`src/hdl/button_release_and_autorepeat_core_macros.svh`:
```
// Assertion macros shared by the button core modules.
`ifndef BUTTON_RELEASE_AND_AUTOREPEAT_CORE_MACROS_SVH
`define BUTTON_RELEASE_AND_AUTOREPEAT_CORE_MACROS_SVH

// Same-cycle implication, disabled while in reset.
`define BRA_ASSERT_NOW(lbl, clk, rst_n, ante, cons, msg) \
	lbl: assert property (@(posedge clk) disable iff (!(rst_n)) (ante) |-> (cons)) \
		else $error(msg);

// Next-cycle implication, disabled while in reset.
`define BRA_ASSERT_NEXT(lbl, clk, rst_n, ante, cons, msg) \
	lbl: assert property (@(posedge clk) disable iff (!(rst_n)) (ante) |=> (cons)) \
		else $error(msg);

`endif

```
`src/hdl/bra_pkg.sv`:
```
package bra_pkg;

	// Counter and repeat level widths
	localparam int CNT_W = 16;
	localparam int LVL_W = 5;
	localparam int STEP_W = 3;

	// Repeat level bands and the weight added per held tick in each
	localparam logic [LVL_W-1:0] LEVEL_MAX = LVL_W'(20);
	localparam logic [LVL_W-1:0] LEVEL_MID = LVL_W'(10);
	localparam logic [STEP_W-1:0] STEP_FAST = STEP_W'(4);
	localparam logic [STEP_W-1:0] STEP_MID = STEP_W'(2);
	localparam logic [STEP_W-1:0] STEP_SLOW = STEP_W'(1);

	// Configuration register indexes
	localparam int CFG_IDX_W = 2;
	typedef enum logic [CFG_IDX_W-1:0] {
		CFG_IDLE_LEVEL  = 2'd0,
		CFG_RELEASE_THR = 2'd1,
		CFG_REPEAT_THR  = 2'd2
	} cfg_idx_t;

	// Settings seen by the detectors
	typedef struct packed {
		logic             idle_level;
		logic [CNT_W-1:0] release_thr;
		logic [CNT_W-1:0] repeat_thr;
	} cfg_t;

	// Result flags of one tick
	typedef struct packed {
		logic release_press;
		logic repeat_press;
		logic any_press;
	} flags_t;

	// Clamp a one-bit-grown count into [lo, hi]
	function automatic logic [CNT_W-1:0] clamp_count(
		input logic [CNT_W:0]   v,
		input logic [CNT_W-1:0] lo,
		input logic [CNT_W-1:0] hi
	);
		logic [CNT_W-1:0] r;
		if (v < {1'b0, lo}) begin
			r = lo;
		end else if (v > {1'b0, hi}) begin
			r = hi;
		end else begin
			r = v[CNT_W-1:0];
		end
		return r;
	endfunction

endpackage

```
`src/hdl/bra_cfg.sv`:
```
module bra_cfg #(
	parameter int MIN_COUNT = 0,
	parameter int MAX_COUNT = 60000
) (
	input  logic                          clk,
	input  logic                          arst_n,
	input  logic                          wr_en,
	input  logic [bra_pkg::CFG_IDX_W-1:0] wr_index,
	input  logic [bra_pkg::CNT_W-1:0]     wr_data,
	output bra_pkg::cfg_t                 cfg
);
	import bra_pkg::*;

	localparam logic [CNT_W-1:0] MinCnt = CNT_W'(MIN_COUNT);
	localparam logic [CNT_W-1:0] MaxCnt = CNT_W'(MAX_COUNT);

	cfg_t cfg_q;
	logic [CNT_W-1:0] thr_clamped;

	// Thresholds are clamped into the count range on write
	assign thr_clamped = clamp_count({1'b0, wr_data}, MinCnt, MaxCnt);

	// Register file; unknown indexes are dropped
	always_ff @(posedge clk or negedge arst_n) begin
		if (!arst_n) begin
			cfg_q.idle_level  <= 1'b0;
			cfg_q.release_thr <= MinCnt;
			cfg_q.repeat_thr  <= MinCnt;
		end else if (wr_en) begin
			case (cfg_idx_t'(wr_index))
				CFG_IDLE_LEVEL:  cfg_q.idle_level  <= wr_data[0];
				CFG_RELEASE_THR: cfg_q.release_thr <= thr_clamped;
				CFG_REPEAT_THR:  cfg_q.repeat_thr  <= thr_clamped;
				default: ;
			endcase
		end
	end

	assign cfg = cfg_q;

endmodule

```
`src/hdl/bra_det.sv`:
```
`include "button_release_and_autorepeat_core_macros.svh"

module bra_det #(
	parameter int MIN_COUNT = 0,
	parameter int MAX_COUNT = 60000
) (
	input  logic           clk,
	input  logic           arst_n,
	input  logic           step_en,
	input  logic           pin,
	input  bra_pkg::cfg_t  cfg,
	output bra_pkg::flags_t flags
);
	import bra_pkg::*;

	localparam logic [CNT_W-1:0] MinCnt = CNT_W'(MIN_COUNT);
	localparam logic [CNT_W-1:0] MaxCnt = CNT_W'(MAX_COUNT);

	logic [CNT_W-1:0] hold_ticks_q;
	logic [CNT_W-1:0] repeat_ticks_q;
	logic [LVL_W-1:0] repeat_level_q;

	logic             idle;
	logic [STEP_W-1:0] step;
	logic [CNT_W-1:0] hold_inc;
	logic [CNT_W-1:0] repeat_inc;
	logic             rel_hit;
	logic             rep_hit;
	logic [CNT_W-1:0] hold_nxt;
	logic [CNT_W-1:0] repeat_nxt;
	logic [LVL_W-1:0] level_nxt;

	assign idle = (pin == cfg.idle_level);

	// Weight per held tick from the repeat level band
	always_comb begin
		if (repeat_level_q >= LEVEL_MAX) begin
			step = STEP_FAST;
		end else if (repeat_level_q >= LEVEL_MID) begin
			step = STEP_MID;
		end else begin
			step = STEP_SLOW;
		end
	end

	// Saturating increments
	assign hold_inc   = clamp_count({1'b0, hold_ticks_q} + (CNT_W+1)'(1), MinCnt, MaxCnt);
	assign repeat_inc = clamp_count({1'b0, repeat_ticks_q} + (CNT_W+1)'(step), MinCnt, MaxCnt);

	assign rel_hit = idle && (hold_ticks_q >= cfg.release_thr);
	assign rep_hit = !idle && (repeat_inc >= cfg.repeat_thr);

	// Next state of both detectors
	always_comb begin
		if (idle) begin
			hold_nxt   = MinCnt;
			repeat_nxt = MinCnt;
			level_nxt  = '0;
		end else begin
			hold_nxt   = hold_inc;
			repeat_nxt = rep_hit ? MinCnt : repeat_inc;
			level_nxt  = (rep_hit && (repeat_level_q < LEVEL_MAX)) ?
				repeat_level_q + LVL_W'(1) : repeat_level_q;
		end
	end

	always_ff @(posedge clk or negedge arst_n) begin
		if (!arst_n) begin
			hold_ticks_q   <= '0;
			repeat_ticks_q <= '0;
			repeat_level_q <= '0;
		end else if (step_en) begin
			hold_ticks_q   <= hold_nxt;
			repeat_ticks_q <= repeat_nxt;
			repeat_level_q <= level_nxt;
		end
	end

	// Flags for this tick
	assign flags.release_press = rel_hit;
	assign flags.repeat_press  = rep_hit;
	assign flags.any_press     = rel_hit | rep_hit;

	`BRA_ASSERT_NOW(a_level_cap, clk, arst_n, 1'b1, repeat_level_q <= LEVEL_MAX,
		"repeat level above cap")
	`BRA_ASSERT_NEXT(a_idle_clears, clk, arst_n, step_en && idle,
		repeat_level_q == '0 && repeat_ticks_q == MinCnt && hold_ticks_q == MinCnt,
		"idle tick did not clear counters")
	`BRA_ASSERT_NEXT(a_repeat_restart, clk, arst_n, step_en && rep_hit,
		repeat_ticks_q == MinCnt, "repeat fired without restarting count")

endmodule

```
`src/hdl/button_release_and_autorepeat_core.sv`:
```
// Channel | Signals                                     | Direction
// --------+---------------------------------------------+----------
// input   | in_valid, in_stall, pin_level               | sample in
// output  | out_valid, out_stall, release_press,        | flags out
//         | repeat_press, any_press                     |
// config  | cfg_valid, cfg_ready, cfg_index, cfg_data   | write in
//
// One sample per cycle while out_stall is not holding the pipeline: a sample waits in the
// input register, then the detectors update and the flags land in the result register.
// Reset clears counters, repeat level, settings and both pipeline valids.
// A stalled result blocks the input only when the input register is also full.
`include "button_release_and_autorepeat_core_macros.svh"

module button_release_and_autorepeat_core #(
	parameter int MIN_COUNT = 0,
	parameter int MAX_COUNT = 60000
) (
	input  logic                          clk,
	input  logic                          arst_n,
	input  logic                          in_valid,
	output logic                          in_stall,
	input  logic                          pin_level,
	output logic                          out_valid,
	input  logic                          out_stall,
	output logic                          release_press,
	output logic                          repeat_press,
	output logic                          any_press,
	input  logic                          cfg_valid,
	output logic                          cfg_ready,
	input  logic [bra_pkg::CFG_IDX_W-1:0] cfg_index,
	input  logic [bra_pkg::CNT_W-1:0]     cfg_data
);
	import bra_pkg::*;

	cfg_t   cfg;
	flags_t flags;
	flags_t result_q;
	logic   valid_s1;
	logic   pin_s1;
	logic   out_valid_q;
	logic   out_free;
	logic   advance;
	logic   in_take;

	// Config writes are always taken
	assign cfg_ready = 1'b1;

	bra_cfg #(
		.MIN_COUNT(MIN_COUNT),
		.MAX_COUNT(MAX_COUNT)
	) u_cfg (
		.clk     (clk),
		.arst_n  (arst_n),
		.wr_en   (cfg_valid),
		.wr_index(cfg_index),
		.wr_data (cfg_data),
		.cfg     (cfg)
	);

	// Pipeline flow control
	assign out_free = !out_valid_q || !out_stall;
	assign advance  = valid_s1 && out_free;
	assign in_stall = valid_s1 && !out_free;
	assign in_take  = in_valid && !in_stall;

	// Input register
	always_ff @(posedge clk or negedge arst_n) begin
		if (!arst_n) begin
			valid_s1 <= 1'b0;
		end else if (in_take || advance) begin
			valid_s1 <= in_take;
		end
	end

	always_ff @(posedge clk) begin
		if (in_take) begin
			pin_s1 <= pin_level;
		end
	end

	bra_det #(
		.MIN_COUNT(MIN_COUNT),
		.MAX_COUNT(MAX_COUNT)
	) u_det (
		.clk    (clk),
		.arst_n (arst_n),
		.step_en(advance),
		.pin    (pin_s1),
		.cfg    (cfg),
		.flags  (flags)
	);

	// Result register
	always_ff @(posedge clk or negedge arst_n) begin
		if (!arst_n) begin
			out_valid_q <= 1'b0;
		end else if (out_free) begin
			out_valid_q <= advance;
		end
	end

	always_ff @(posedge clk) begin
		if (advance) begin
			result_q <= flags;
		end
	end

	assign out_valid     = out_valid_q;
	assign release_press = result_q.release_press;
	assign repeat_press  = result_q.repeat_press;
	assign any_press     = result_q.any_press;

	`BRA_ASSERT_NOW(a_stall_full, clk, arst_n, in_stall, valid_s1 && out_valid_q,
		"input stalled with a free pipeline slot")
	`BRA_ASSERT_NEXT(a_result_from_s1, clk, arst_n, !out_valid_q && !valid_s1,
		!out_valid_q, "result appeared without a staged sample")
	`BRA_ASSERT_NOW(a_any_or, clk, arst_n, out_valid_q,
		result_q.any_press == (result_q.release_press | result_q.repeat_press),
		"any_press is not the OR of both flags")

endmodule

```
`config.mk`:
```
export PLATFORM = sky130hd
export DESIGN_NAME = button_release_and_autorepeat_core
export DESIGN_NICKNAME = d
export VERILOG_FILES = /design/src/hdl/bra_pkg.sv /design/src/hdl/bra_cfg.sv /design/src/hdl/bra_det.sv /design/src/hdl/button_release_and_autorepeat_core.sv
export VERILOG_INCLUDE_DIRS = /design/src /design/src/hdl
export SDC_FILE = /design/constraint.sdc
export NUM_CORES = 1
export LEC_CHECK = 0
export CAP_MARGIN = 20
export CELL_PAD_IN_SITES_DETAIL_PLACEMENT = 1
export CELL_PAD_IN_SITES_GLOBAL_PLACEMENT = 1
export CORE_ASPECT_RATIO = 1.75
export CORE_UTILIZATION = 49
export DETAILED_ROUTE_END_ITERATION = 8
export DONT_BUFFER_PORTS = 1
export GPL_TIMING_DRIVEN = 0
export PLACE_DENSITY_LB_ADDON = 0.1
export SLEW_MARGIN = 20
export SYNTH_ARGS = -nofsm -noshare
export SYNTH_HDL_FRONTEND = slang
export SYNTH_SLANG_ARGS = --single-unit
```
`constraint.sdc`:
```
create_clock -name clk -period 7.3 [get_ports clk]
set_input_delay 1.46 -clock clk [delete_from_list [all_inputs] [get_ports clk]]
set_output_delay 1.46 -clock clk [all_outputs]
set_load 0.005 [all_outputs]
```
**After elaboration in Yosys (flattened, before gate mapping)**

Index checks and enable logic that the tools add are counted.

- Register bits after elaboration: 76
- Input bits: 24
- Output and inout bits: 6

- Add/sub/neg operators: 3
- Order comparisons: 10
- Equal/unequal tests: 3
- Multiplexer cells: 12
- Bitwise gates (word level): 1
- Reduce and logical (&&, ||, !) cells: 19

Operators by type and width:

| cell | number |
|---|---|
| $mux 16 | 8 |
| $gt 17x16->1 const B | 2 |
| $lt 17x1->1 const B | 2 |
| $ge 16x16->1 | 2 |
| $add 16x1->17 const B | 1 |
| $add 16x3->17 | 1 |
| $gt 16x16->1 const B | 1 |
| $mux 5 | 2 |
| $reduce_and 2->1 | 4 |
| $logic_and 1x1->1 | 6 |
| $add 5x1->5 const B | 1 |
| $ge 5x4->1 const B | 1 |
| $ge 5x5->1 const B | 1 |
| $logic_not 1->1 | 5 |
| $lt 5x5->1 const B | 1 |
| $mux 3 | 1 |
| $eq 2x1->1 const B | 1 |
| $eq 2x2->1 const B | 1 |
| $logic_not 2->1 | 1 |
| $logic_or 1x1->1 | 2 |
| $mux 2 | 1 |
| $reduce_bool 2->1 | 1 |
| $eq 1x1->1 | 1 |
| $or 1x1->1 | 1 |

**Longest topological paths before layout**

Gate-level depths: netlist of run 1.

- Depth after elaboration: 12
- Gate-level depth with buffers: 26

**Modules after synthesis**

From an unflattened synthesis of run 1, not the netlist that was laid out.

- Cell total of the unflattened synthesis: 621
- Area total of the unflattened synthesis: 5333.9 um^2

By module, submodules not included:

| module | times used | cells each | area an instance (um^2) |
|---|---|---|---|
| bra_det | 1 | 465 | 3699.8 |
| bra_cfg | 1 | 142 | 1410.1 |
| button_release_and_autorepeat_core | 1 | 14 | 224.0 |

**Least setup slack after synthesis of run 1**

OpenSTA, ideal clock, no wires.

- Path type: register to register
- Start point: reg u_det.repeat_level_q[0]
- End point: reg u_det.repeat_ticks_q[6]
- Setup time: 133 ps
- Arrival: 5120 ps
- Data required time: 7167 ps
- Path slack: 2047 ps
- Cell stages (with the launch flop): 26
- Cell sequence: dfrtp_1 -> inv_1 -> ha_1 -> or3_1 -> a21oi_1 -> nor2_1 -> fa_1 -> a21o_1 -> clkbuf_1 -> nand4_1 -> xor2_1 -> o21a_1 -> a22oi_1 -> or2_2 -> nand2_1 -> nand2_1 -> ha_1 -> nand3_1 -> or3_1 -> o31ai_1 -> nand2b_1 -> clkbuf_1 -> clkbuf_1 -> o21ai_0 -> nand2_1 -> o211ai_1

- Cells in the longest elaborated chain, start to end: 11
- Elaborated cells on any way between the ends: 13
- Classes of those cells: add/sub (1); order compare (5); mux (6); reduce/logical (1)

Ends and longest elaborated chain:

| element | RTL line | text |
|---|---|---|
| start, declared | bra_det.sv:21 | `logic [LVL_W-1:0] repeat_level_q;` |
| start signal, assigned | bra_det.sv:75 | `repeat_level_q <= level_nxt;` |
| $ge 5x4->1 | bra_det.sv:39 | `end else if (repeat_level_q >= LEVEL_MID) begin` |
| $mux 2 | bra_det.sv:39 |  |
| $mux 3 * | bra_det.sv:37 | `if (repeat_level_q >= LEVEL_MAX) begin` |
| $add 16x3->17 * | bra_det.sv:48 | `assign repeat_inc = clamp_count({1'b0, repeat_ticks_q} + (CNT_W+1)'(step), MinCnt, MaxCnt);` |
| $gt 17x16->1 | bra_pkg.sv:46 | `end else if (v > {1'b0, hi}) begin` |
| $mux 16 | bra_pkg.sv:46 |  |
| $mux 16 * | bra_pkg.sv:44 | `if (v < {1'b0, lo}) begin` |
| $ge 16x16->1 | bra_det.sv:51 | `assign rep_hit = !idle && (repeat_inc >= cfg.repeat_thr);` |
| $logic_and 1x1->1 | bra_det.sv:51 |  |
| $mux 16 * | bra_det.sv:61 | `repeat_nxt = rep_hit ? MinCnt : repeat_inc;` |
| $mux 16 * | bra_det.sv:55 | `if (idle) begin` |
| end signal, assigned | bra_det.sv:74 | `repeat_ticks_q <= repeat_nxt;` |
| end, declared | bra_det.sv:20 | `logic [CNT_W-1:0] repeat_ticks_q;` |

Every way passes the cells marked *; elsewhere a longest branch is shown, timed or not.
A chain may end at the register's enable or synchronous reset.

**Final worst setup path of run 1**

Ends and elaborated chain as after synthesis.

==> run metrics, run 1 <==
Reg2Reg Depth 26; # setup viols final 0; Synth cell types 71; initial DRC count ~210; H-tree depth 3; Hold Crit Depth 2; Period minus WS final around 6.7 ns; CP Max Fanout 10; global-route wire length before repair approximately 27 mm; compound-cell area share of the yosys netlist about a fifth; slew margin rel. 43.14%; Die Height roughly 140 um; worst skew pair latency approximately 0.34 ns; first drt pass iteration count 4; total net switching power approximately 0.4 mW; clock transition at the registers of the reported paths 0.06 ns; hold slack 0.4833 ns; Post-Synth XOR/XNOR Area approximately 2.8%; total power 1.273 mW; status completed; vias in the first global route 5,395; Worst Tran Pin Value ~0.85 ns; Max Clk Rate about 150 MHz; Root Buffer clkbuf_16; Startpoint Class register; Most used DFF post-synth dfrtp_1; PortBufs 0; row count 49; RSZ-0062 raised after global routing false; Routed Antenna Nets 0; r2r startpoint u_det.repeat_level_q[0]; Synth Area in Adders 9.667%; post-CTS setup buffer count 0; area grow syn2layout 9.190%; Mapped Nets between 600 and 700; critical path required time about 7.5 ns; Ports 30; commonest non-fill, non-tap cell in the layout nand2_1; die extent in x 80.29 um; Crit. End Element register; dpl hpwl between 10 and 15 mm; EDFF count, synth 4; largest net degree at the start of global routing 73; Num CTS Buffers 9; worst reg2reg path endpoint u_det.repeat_ticks_q[6]; fill cell count 1,271; Arr. time, crit path roughly 6.9 ns; final worst path period share between 90% and 100%; Nets ~700; Final Wtd Congestion 0.9137; largest family of logic cells by synthesized area simple AND/OR/NAND/NOR gates; switching share of power 31.29%; Overflow after GRT 0; setup TNS 0 ns; via count approximately 4,800; Initial Util around half; kind of critical path register to register; Max VDD drop approximately 130 uV; pwr dens 221.9 nW/um^2; post-synthesis mux area share 2.667%; Mapped Avg Cell Area 8.476 um^2; clock skew between 0.006 and 0.007 ns; Leak about 2.7 nW; Reg2Reg Setup Slack between 0.5 and 0.6 ns; diode count 0; Layout Utilization a little under three fifths; Post-Route WL roughly 17 mm; max_cap viols 0; Async SR Flop Fraction between 90% and 100%; post-DR vias/cell roughly 6.3; Reg power frac between 40% and 50%; Die ar. approximately 11,000 um^2; clock sinks 76; Pint between 0.8 and 0.9 mW; Max Buffers Root-to-Sink 2; CTS tree done; Syn. warnings 0; Min-Delay Path Class register to register; Fin. Hold Viols 0; Core ar. about 10,000 um^2; most frequent cells in the layout 95 x nand2_1, 72 x dfrtp_1, 53 x o21ai_0, 44 x inv_1, 39 x ha_1; Logic pwr share approximately 20%; number of synthesized register bits between 70 and 80; Hold Startpoint u_cfg.cfg[21]; ratio of cells with drive above 1 in the final layout a little over 7%; Slew Limit Fails 0; clock share of power between 30% and 40%; Total GRT Usage between 30% and 40%; Min-Delay Endpoint u_cfg.cfg[21]; post-synthesis sequential area ratio between 30% and 40%; Post-Syn Instances between 600 and 700; DRC viols 0; wire per inst approximately 22 um; cts repair resizes 0; initial antenna violation count 0; Post-Synth Simple-Gate Area a little under a quarter; mapped cell area between 5000 and 6000 um^2; CTS hold repair buffers 0
synth_stat cells, types with 4 or more instances:
master,number,area [um^2]
a21oi_1,27,135.1
inv_1,44,165.2
o211ai_1,6,45.04
xnor2_1,12,105.1
and2_1,4,25.02
or2_2,5,31.28
a21o_1,13,97.59
nor2_1,36,135.1
nor3_1,16,80.08
a31oi_1,8,50.05
nor2b_1,5,31.28
o21ai_0,53,265.3
clkbuf_1,22,82.58
nor4_1,6,37.54
xor2_1,5,43.79
and3_1,12,75.07
mux2_2,8,90.09
nand2_1,95,356.6
a22o_1,4,35.03
o2111ai_1,4,35.03
nand4_1,9,56.30
nand2b_1,7,43.79
dfrtp_1,72,1802
or3_1,6,37.54
and4_1,5,43.79
nand3_1,15,75.07
buf_2,6,30.03
mux2i_1,5,50.05
ha_1,39,488.0
edfxtp_1,4,120.1
o22ai_1,4,25.02
flip-flops by register name (all words and copies together), names as in the netlist:
register / cells
any_press: 1
out_valid: 1
u_cfg.cfg: 33
u_det.repeat_level_q: 5
release_press: 1
pin_s1: 1
u_det.hold_ticks_q: 16
u_det.repeat_ticks_q: 16
valid_s1: 1
repeat_press: 1
power by group through the flow:
stage | clock, mW | sequential, mW | combinational [mW]
global placement | 0 | 0.518 | 0.233
floorplan | 0 | 0.502 | 0.181
detailed placement | 0 | 0.520 | 0.254
CTS | 0.501 | 0.513 | 0.262
finish | 0.497 | 0.515 | 0.261
global route | 0.520 | 0.520 | 0.291
worst max-delay path by stage:
stage	from	to	slack, ns	cells after the start
CTS	u_det.repeat_level_q[0]	u_det.repeat_ticks_q[6]	0.54	25
finish	u_det.repeat_level_q[0]	u_det.repeat_ticks_q[6]	0.60	26
global placement	u_det.repeat_level_q[0]	u_det.repeat_ticks_q[6]	0.74	26
global route	u_det.repeat_level_q[0]	u_det.repeat_ticks_q[6]	0.1	25
floorplan	u_det.repeat_level_q[0]	u_det.repeat_ticks_q[6]	2.05	25
detailed placement	u_det.repeat_level_q[0]	u_det.repeat_ticks_q[15]	0.57	25
cell type report:
| cell class | count | area [um^2] | area share, % |
|---|---|---|---|
| multi-input cells | 468 | 3029 | 52.79 |
| flip-flops and latches | 76 | 1922 | 33.49 |
| clock buffers | 10 | 229.0 | 3.990 |
| inverters | 45 | 168.9 | 2.944 |
| well taps | 127 | 158.9 | 2.769 |
| plain buffers | 31 | 135.1 | 2.355 |
| clock inverters | 6 | 95.09 | 1.657 |
critical path, stage by stage, from the launching register on:
cell and delay, ns:
dfrtp_1 0.40, inv_1 0.06, ha_1 0.18, or3_1 0.30, a21oi_1 0.26, ha_1 0.29
fa_1 0.27, a21o_1 0.13, clkbuf_1 0.30, nand4_1 0.16, xor2_1 0.34, o2111ai_1 0.24
a211o_1 0.35, o21a_4 0.16, buf_6 0.15, a21oi_1 0.22, ha_1 0.21, a211oi_1 0.08
o21ai_0 0.31, a21oi_1 0.08, o31ai_1 0.70, nand2b_1 0.19, clkbuf_1 0.46, clkbuf_1 0.39
o21ai_0 0.13, nand2_1 0.12, o211ai_1 0.08
per-layer routing:
layer	track usage, %	wire [um]	vias up
li1	-	-	2247
met1	31.20	5818	2420
met5	0	0	-
met2	61.27	9437	113
met3	5.263	605	63
met4	21.71	1042	0
stage by stage:
stage | cell area, um^2 | worst slack [ns] | std cells
after CTS | 5738 | 0.5367 | 763
after global placement | 5414 | 0.7383 | 747
final | 5738 | 0.5984 | 763
after floorplan | 5255 | 2.047 | 620
after global routing | 5738 | 0.09755 | 763
after detailed placement | 5414 | 0.5729 | 747
logic make-up (layout without fill, tap and decap cells):
kind of cell / after synthesis / in the layout
flops: 76 / 76
xor+xnor: 17 / 17
other cells: 1 / 1
mux: 13 / 13
compound gates: 157 / 157
buf+inv: 76 / 92
fa+ha+maj: 40 / 40
simple gates: 240 / 240
Note: power is estimated with default switching activity, not from simulation.
==> run 2: changes to the inputs <==
- CORE_UTILIZATION: 49 -> 44
- PLACE_DENSITY: unset -> 0.79
- PLACE_DENSITY_LB_ADDON: 0.1 -> unset
- clock period: 7.3 -> 5.9 ns (I/O delays scaled with it)
==> run 2 against run 1 <==
The flow now finishes with violations (design-rule violations). Fmax is 20% higher. Register-to-register slack got worse by 0.29 ns. Hold slack better by 0.0030 ns. Utilization down 5.1 points. Largest cell class unchanged. Largest power group unchanged.
==> run metrics, run 2 (synthesized netlist as in run 1, its figures left out) <==
clock transition at the registers of the reported paths 0.07 ns (about the same); largest net degree at the start of global routing 73 (unchanged); crit-path cells inv_1 -> ha_1 -> or3_1 -> a21oi_2 -> nor2_1 -> ha_1 -> a211oi_4 -> buf_4 -> nor3_4 -> nand2_2 -> or4_1 -> a211o_1 -> nand2_2 -> nand2_1 -> ha_1 -> a211oi_1 -> o21ai_2 -> a41oi_2 -> o31ai_4 -> buf_4 -> nand2b_4 -> clkbuf_2 -> o311ai_0; wire per inst 21.46 um (-3.1%); routing usage on met1 27.35% (-3.9 points); Num CTS Buffers 9 (unchanged); most frequent cells in the layout 94 x nand2_1, 72 x dfrtp_1, 52 x o21ai_0, 44 x inv_1, 38 x ha_1; Leak 2.746 nW (+0.67%); global-route wire length before repair 26.33 mm (-3.0%); status finished with violations; DRC viols 2 (+2); max_cap viols 0 (unchanged); Max VDD drop 141.0 uV (+9.7%); violated checks design-rule violations; ratio of cells with drive above 1 in the final layout 10.03% (+2.8 points); slew margin rel. 50.44% (+7.3 points); Overflow after GRT 0 (unchanged); Crit. End Element register; Most common cell on crit path ha_1; Startpoint Class register; met2 usage 53.05% (-8.2 points); Ports 30 (unchanged); Critical-path top delay cell or4_1; die extent in x 84.61 um (+5.4%); Root Buffer clkbuf_16; Period minus WS final 5.591 ns (-1.110 ns); Nets 697 (+0.29%); diode count 0 (unchanged); CP Max Fanout 10 (unchanged); pwr dens 259.2 nW/um^2 (+17%); met3 Usage GRT 3.561% (-1.7 points); Largest register FFs 33 (unchanged); PortBufs 0 (unchanged); Worst Tran Pin Value 0.7381 ns (-0.1147 ns); Total GRT Usage 27.64% (-5.0 points); Core ar. 11,580 um^2 (+12%); Max Buffers Root-to-Sink 2 (unchanged); CTS tree done; Die Height 146.6 um (+5.4%); commonest non-fill, non-tap cell in the layout nand2_1; first drt pass iteration count 9 (+5); Min-Delay Path Class register to register; via count 4,875 (+0.66%); critical path required time 6.12 ns (-1.39 ns); hold slack 0.4863 ns (+0.003021 ns); Fin. Hold Viols 0 (unchanged); Post-Route WL 16.59 mm (-1.9%); Initial Util 45.38% (-5.3 points); vias in the first global route 5,197 (-3.7%); Place WS -0.9728 ns (-1.546 ns); Layout Utilization 50.32% (-5.1 points); H-tree depth 3 (unchanged); initial DRC count 280 (+31%); GRT Max-Usage Layer met2; Final Wtd Congestion 0.9039 (-1.1%); Routed Antenna Nets 0 (unchanged); worst skew pair latency 0.35 ns (about the same); clock skew 0.008448 ns (+0.001902 ns); Max Clk Rate 178.8 MHz (+20%); row count 52 (+6.1%); Arr. time, crit path 5.81 ns (-1.10 ns); initial antenna violation count 0 (unchanged); CP bufs+invs 4 (-1); total power 1.511 mW (+19%); Die ar. 12,400 um^2 (+11%); dpl hpwl 12.54 mm (-1.7%); fill cell count 1,408 (+11%); clock sinks 76 (unchanged); kind of critical path register to register; max incr delay on CP 0.46 ns (-0.24 ns); final worst slack 0.3085 ns (-0.2899 ns); Slew Limit Fails 0 (unchanged); Top delay family on crit path compound AO/OA/AOI/OAI gates; DP Area 5424 um^2 (+0.18%); # setup viols final 0 (unchanged); final instance area 5828 um^2 (+1.6%); final worst path period share 94.77% (+3.0 points); post-DR vias/cell 6.307 (-0.64%); area grow syn2layout 10.90%
run 2: cell count changes in the layout (fill, tap and decap cells not counted), moves of 2 or more:
cell | previous run | this run
buf_4 | 1 | 4
inv_6 | 2 | 4
a21oi_1 | 27 | 24
clkbuf_1 | 23 | 19
a21oi_2 | 0 | 3
bufinv_16 | 2 | 0
run 2: report_power, final:
group / switching (mW) / internal (mW)
combinational: 0.196 / 0.135
sequential: 0.0549 / 0.580
clock: 0.253 / 0.291
run 2: worst min-delay path: stages, from the launching register on:
cell and delay [ns]:
dfrtp_1 0.35, nand2_1 0.05, o21ai_0 0.06
run 2: per-layer routing:
| metal | part of all wire [%] | vias to the layer above |
|---|---|---|
| met5 | 0 | - |
| met4 | 5.6 | 0 |
| met3 | 2.7 | 58 |
| met2 | 57 | 119 |
| met1 | 35 | 2456 |
| li1 | - | 2242 |
run 2: what timing repair did:
item	in CTS	in global routing
setup buffers	0	4
hold buffers	0	0
pin swaps	0	4
setup endpoints to repair	22	20
gates resized for setup	8	10
run 2: metrics by stage:
step                       TNS, ns  cells
after floorplan                  0    620
after global placement      -6.908    755
after detailed placement    -12.11    755
after CTS                        0    769
after global routing      -0.02886    773
final                            0    773
run 2: worst paths after layout:
path	startpoint	endpoint	slack, ns	depth (start not counted)
worst max-delay path	u_det.repeat_level_q[0]	u_det.repeat_ticks_q[5]	0.31	23
worst min-delay path	u_cfg.cfg[19]	u_cfg.cfg[19]	0.49	2
worst max register to register	u_det.repeat_level_q[0]	u_det.repeat_ticks_q[5]	0.31	23
worst min register to register	u_cfg.cfg[19]	u_cfg.cfg[19]	0.49	2
max in group asynchronous	arst_n	u_det.repeat_level_q[0]	5.24	0
min in group asynchronous	arst_n	u_cfg.cfg[19]	0.52	0
run 2: area by class of cell:
cell class	instances	area [um^2]	share of cell area, %
plain buffers	29	128.9	2.211
well taps	135	168.9	2.898
clock buffers	9	225.2	3.864
clock inverters	7	56.30	0.9661
flip-flops and latches	76	1922	32.98
repair buffers	4	42.54	0.7299
inverters	45	168.9	2.898
multi-input cells	468	3115	53.46
==> run 3: changes to the inputs <==
- CORE_UTILIZATION: 44 -> 49
- PLACE_DENSITY: 0.79 -> 0.83
- clock period: 5.9 -> 6.1 ns (I/O delays scaled with it)
==> run 3 against run 2 <==
The flow now finishes without violations. Combinational power shrank 4%. Clock power shrank 3.9%. Worst setup slack better by 0.058 ns. First-iteration DRC count down 15%. Power down 3.4%. Register-to-register slack improved by 0.06 ns. Die area decreased by 10%. Largest power group unchanged.
==> run metrics, run 3 (synthesized netlist as in run 1, its figures left out) <==
via count 4,790 (-1.7%); Period minus WS final 5.733 ns (+0.1415 ns); Reg2Reg Setup Slack 0.37 ns (+0.06 ns); most frequent cells in the layout 95 x nand2_1, 72 x dfrtp_1, 52 x o21ai_0, 44 x inv_1, 38 x ha_1; Num CTS Buffers 9 (unchanged); Min-Delay Path Class register to register; initial antenna violation count 0 (unchanged); Die Height 139.0 um (-5.2%); Worst Tran Pin Value 0.7891 ns (+0.05094 ns); clock skew 0.01252 ns (+0.004076 ns); max incr delay on CP 0.47 ns (about the same); Crit. End Element register; post-DR vias/cell 6.278 (-0.46%); die extent in x 80.29 um (-5.1%); Most common cell on crit path ha_1; RSZ-0062 raised after global routing false; Slew Limit Fails 0 (unchanged); kind of critical path register to register; global-route wire length before repair 26.65 mm (+1.2%); commonest non-fill, non-tap cell in the layout nand2_1; Die ar. 11,160 um^2 (-10%); Pint 0.9689 mW (-3.8%); Max Buffers Root-to-Sink 2 (unchanged); largest net degree at the start of global routing 73 (unchanged); dpl hpwl 12.53 mm (about the same); Max VDD drop 161.1 uV (+14%); clock share of power 35.8% (-0.2 points); row count 49 (-5.8%); clock sinks 76 (unchanged); hold slack 0.4901 ns (+0.003805 ns); Ports 30 (unchanged); CTS tree done; Logic pwr share 21.9% (about the same); DRC viols 0 (-2); wire per inst 21.56 um (+0.45%); Overflow after GRT 0 (unchanged); Core ar. 10,360 um^2 (-11%); switching share of power 33.58% (+0.22 points); Nets 695 (-0.29%); pwr dens 253.8 nW/um^2 (-2.1%); ratio of cells with drive above 1 in the final layout 8.648% (-1.4 points); Root Buffer clkbuf_16; # setup viols final 0 (unchanged); H-tree depth 3 (unchanged); area grow syn2layout 9.357%; first drt pass iteration count 4 (-5); Reg power frac 42.2% (+0.2 points); CP Max Fanout 10 (unchanged); slew margin rel. 46.91% (-3.5 points); Final Wtd Congestion 0.8990 (-0.54%); Startpoint Class register; clock transition at the registers of the reported paths 0.07 ns (about the same); Largest register FFs 33 (unchanged); max_cap viols 0 (unchanged); final worst slack 0.3670 ns (+0.05849 ns); Critical-path top delay cell a211oi_4; status completed; Max Clk Rate 174.4 MHz (-2.5%); PortBufs 0 (unchanged); Routed Antenna Nets 0 (unchanged); worst skew pair latency 0.35 ns (about the same); Post-Route WL 16.45 mm (-0.85%); vias in the first global route 5,196 (-0.019%); CTS hold repair buffers 0 (unchanged); Initial Util 50.72% (+5.3 points); total net switching power 0.4899 mW (-2.8%); critical path required time 6.33 ns (+0.21 ns); Arr. time, crit path 5.96 ns (+0.15 ns); Leak 2.721 nW (-0.90%); Fin. Hold Viols 0 (unchanged); initial DRC count 237 (-15%); final worst path period share 93.98% (-0.79 points); crit-path cells inv_1 -> ha_1 -> or3_1 -> a21oi_1 -> nor2_1 -> ha_1 -> a211oi_4 -> or4_1 -> nand4_1 -> o211ai_1 -> a22oi_1 -> or2_2 -> nand2_1 -> nand2_1 -> ha_1 -> a21o_1 -> a21o_1 -> a221oi_1 -> o31ai_4 -> nand2b_4 -> clkbuf_2 -> o311ai_0; Total GRT Usage 31.95% (+4.3 points); Place WS -0.5623 ns (+0.4105 ns); diode count 0 (unchanged)
## run 3: final timing paths
| path | from | to | cells past startpoint |
|---|---|---|---|
| max reg2reg | u_det.repeat_level_q[0] | u_det.repeat_ticks_q[13] | 22 |
| max in group asynchronous | arst_n | u_det.hold_ticks_q[5] | 0 |
| min in group asynchronous | arst_n | u_cfg.cfg[20] | 0 |
| min | u_cfg.cfg[20] | u_cfg.cfg[20] | 2 |
| max | u_det.repeat_level_q[0] | u_det.repeat_ticks_q[13] | 22 |
| min reg2reg | u_cfg.cfg[20] | u_cfg.cfg[20] | 2 |
## run 3: worst max-delay path: cells and delay by family, from the launching register on
family | cells | cell delay, ns
fa+ha+maj | 3 | 0.83
simple gates | 8 | 1.64
compound gates | 9 | 2.46
buf+inv | 2 | 0.28
flops | 1 | 0.40
## run 3: final cells by class
class,instances,area (um^2)
buffer,29,128.9
clock inverter,7,58.81
inverter,45,168.9
multi-input combinational,468,3069
fill,1242,4614
tap,127,158.9
timing repair buffer,2,15.01
clock buffer,9,225.2
sequential,76,1922
## run 3: through the flow
stage / std cells / power [mW] / setup TNS (ns) / cell area (um^2) / util, %
floorplan: 620 / 0.8171 / 0 / 5255 / -
global placement: 747 / 0.8956 / -3.070 / 5414 / 52.25
detailed placement: 747 / 0.9268 / -5.355 / 5414 / 52.25
CTS: 762 / 1.461 / 0 / 5712 / 55.13
global route: 763 / 1.535 / 0 / 5747 / 55.46
finish: 763 / 1.459 / 0 / 5747 / 55.46
## run 3: timing repair
item	4_1_cts	5_1_grt
pin swaps	0	3
setup buffers	0	2
resized for setup	4	6
endpoints found under the setup margin	16	16
## run 3: power groups by stage
stage / logic, mW / registers, mW / clock network [mW]
after floorplan: 0.216 / 0.601 / 0
after global placement: 0.276 / 0.620 / 0
after detailed placement: 0.303 / 0.624 / 0
after CTS: 0.316 / 0.615 / 0.530
after global routing: 0.356 / 0.623 / 0.556
final: 0.320 / 0.616 / 0.523
## run 3: layer usage
metal / track usage, % / part of all wire (%)
met5: 0 / 0
met4: 20.96 / 6.2
met3: 5.000 / 3.0
met2: 58.75 / 55
met1: 31.88 / 36
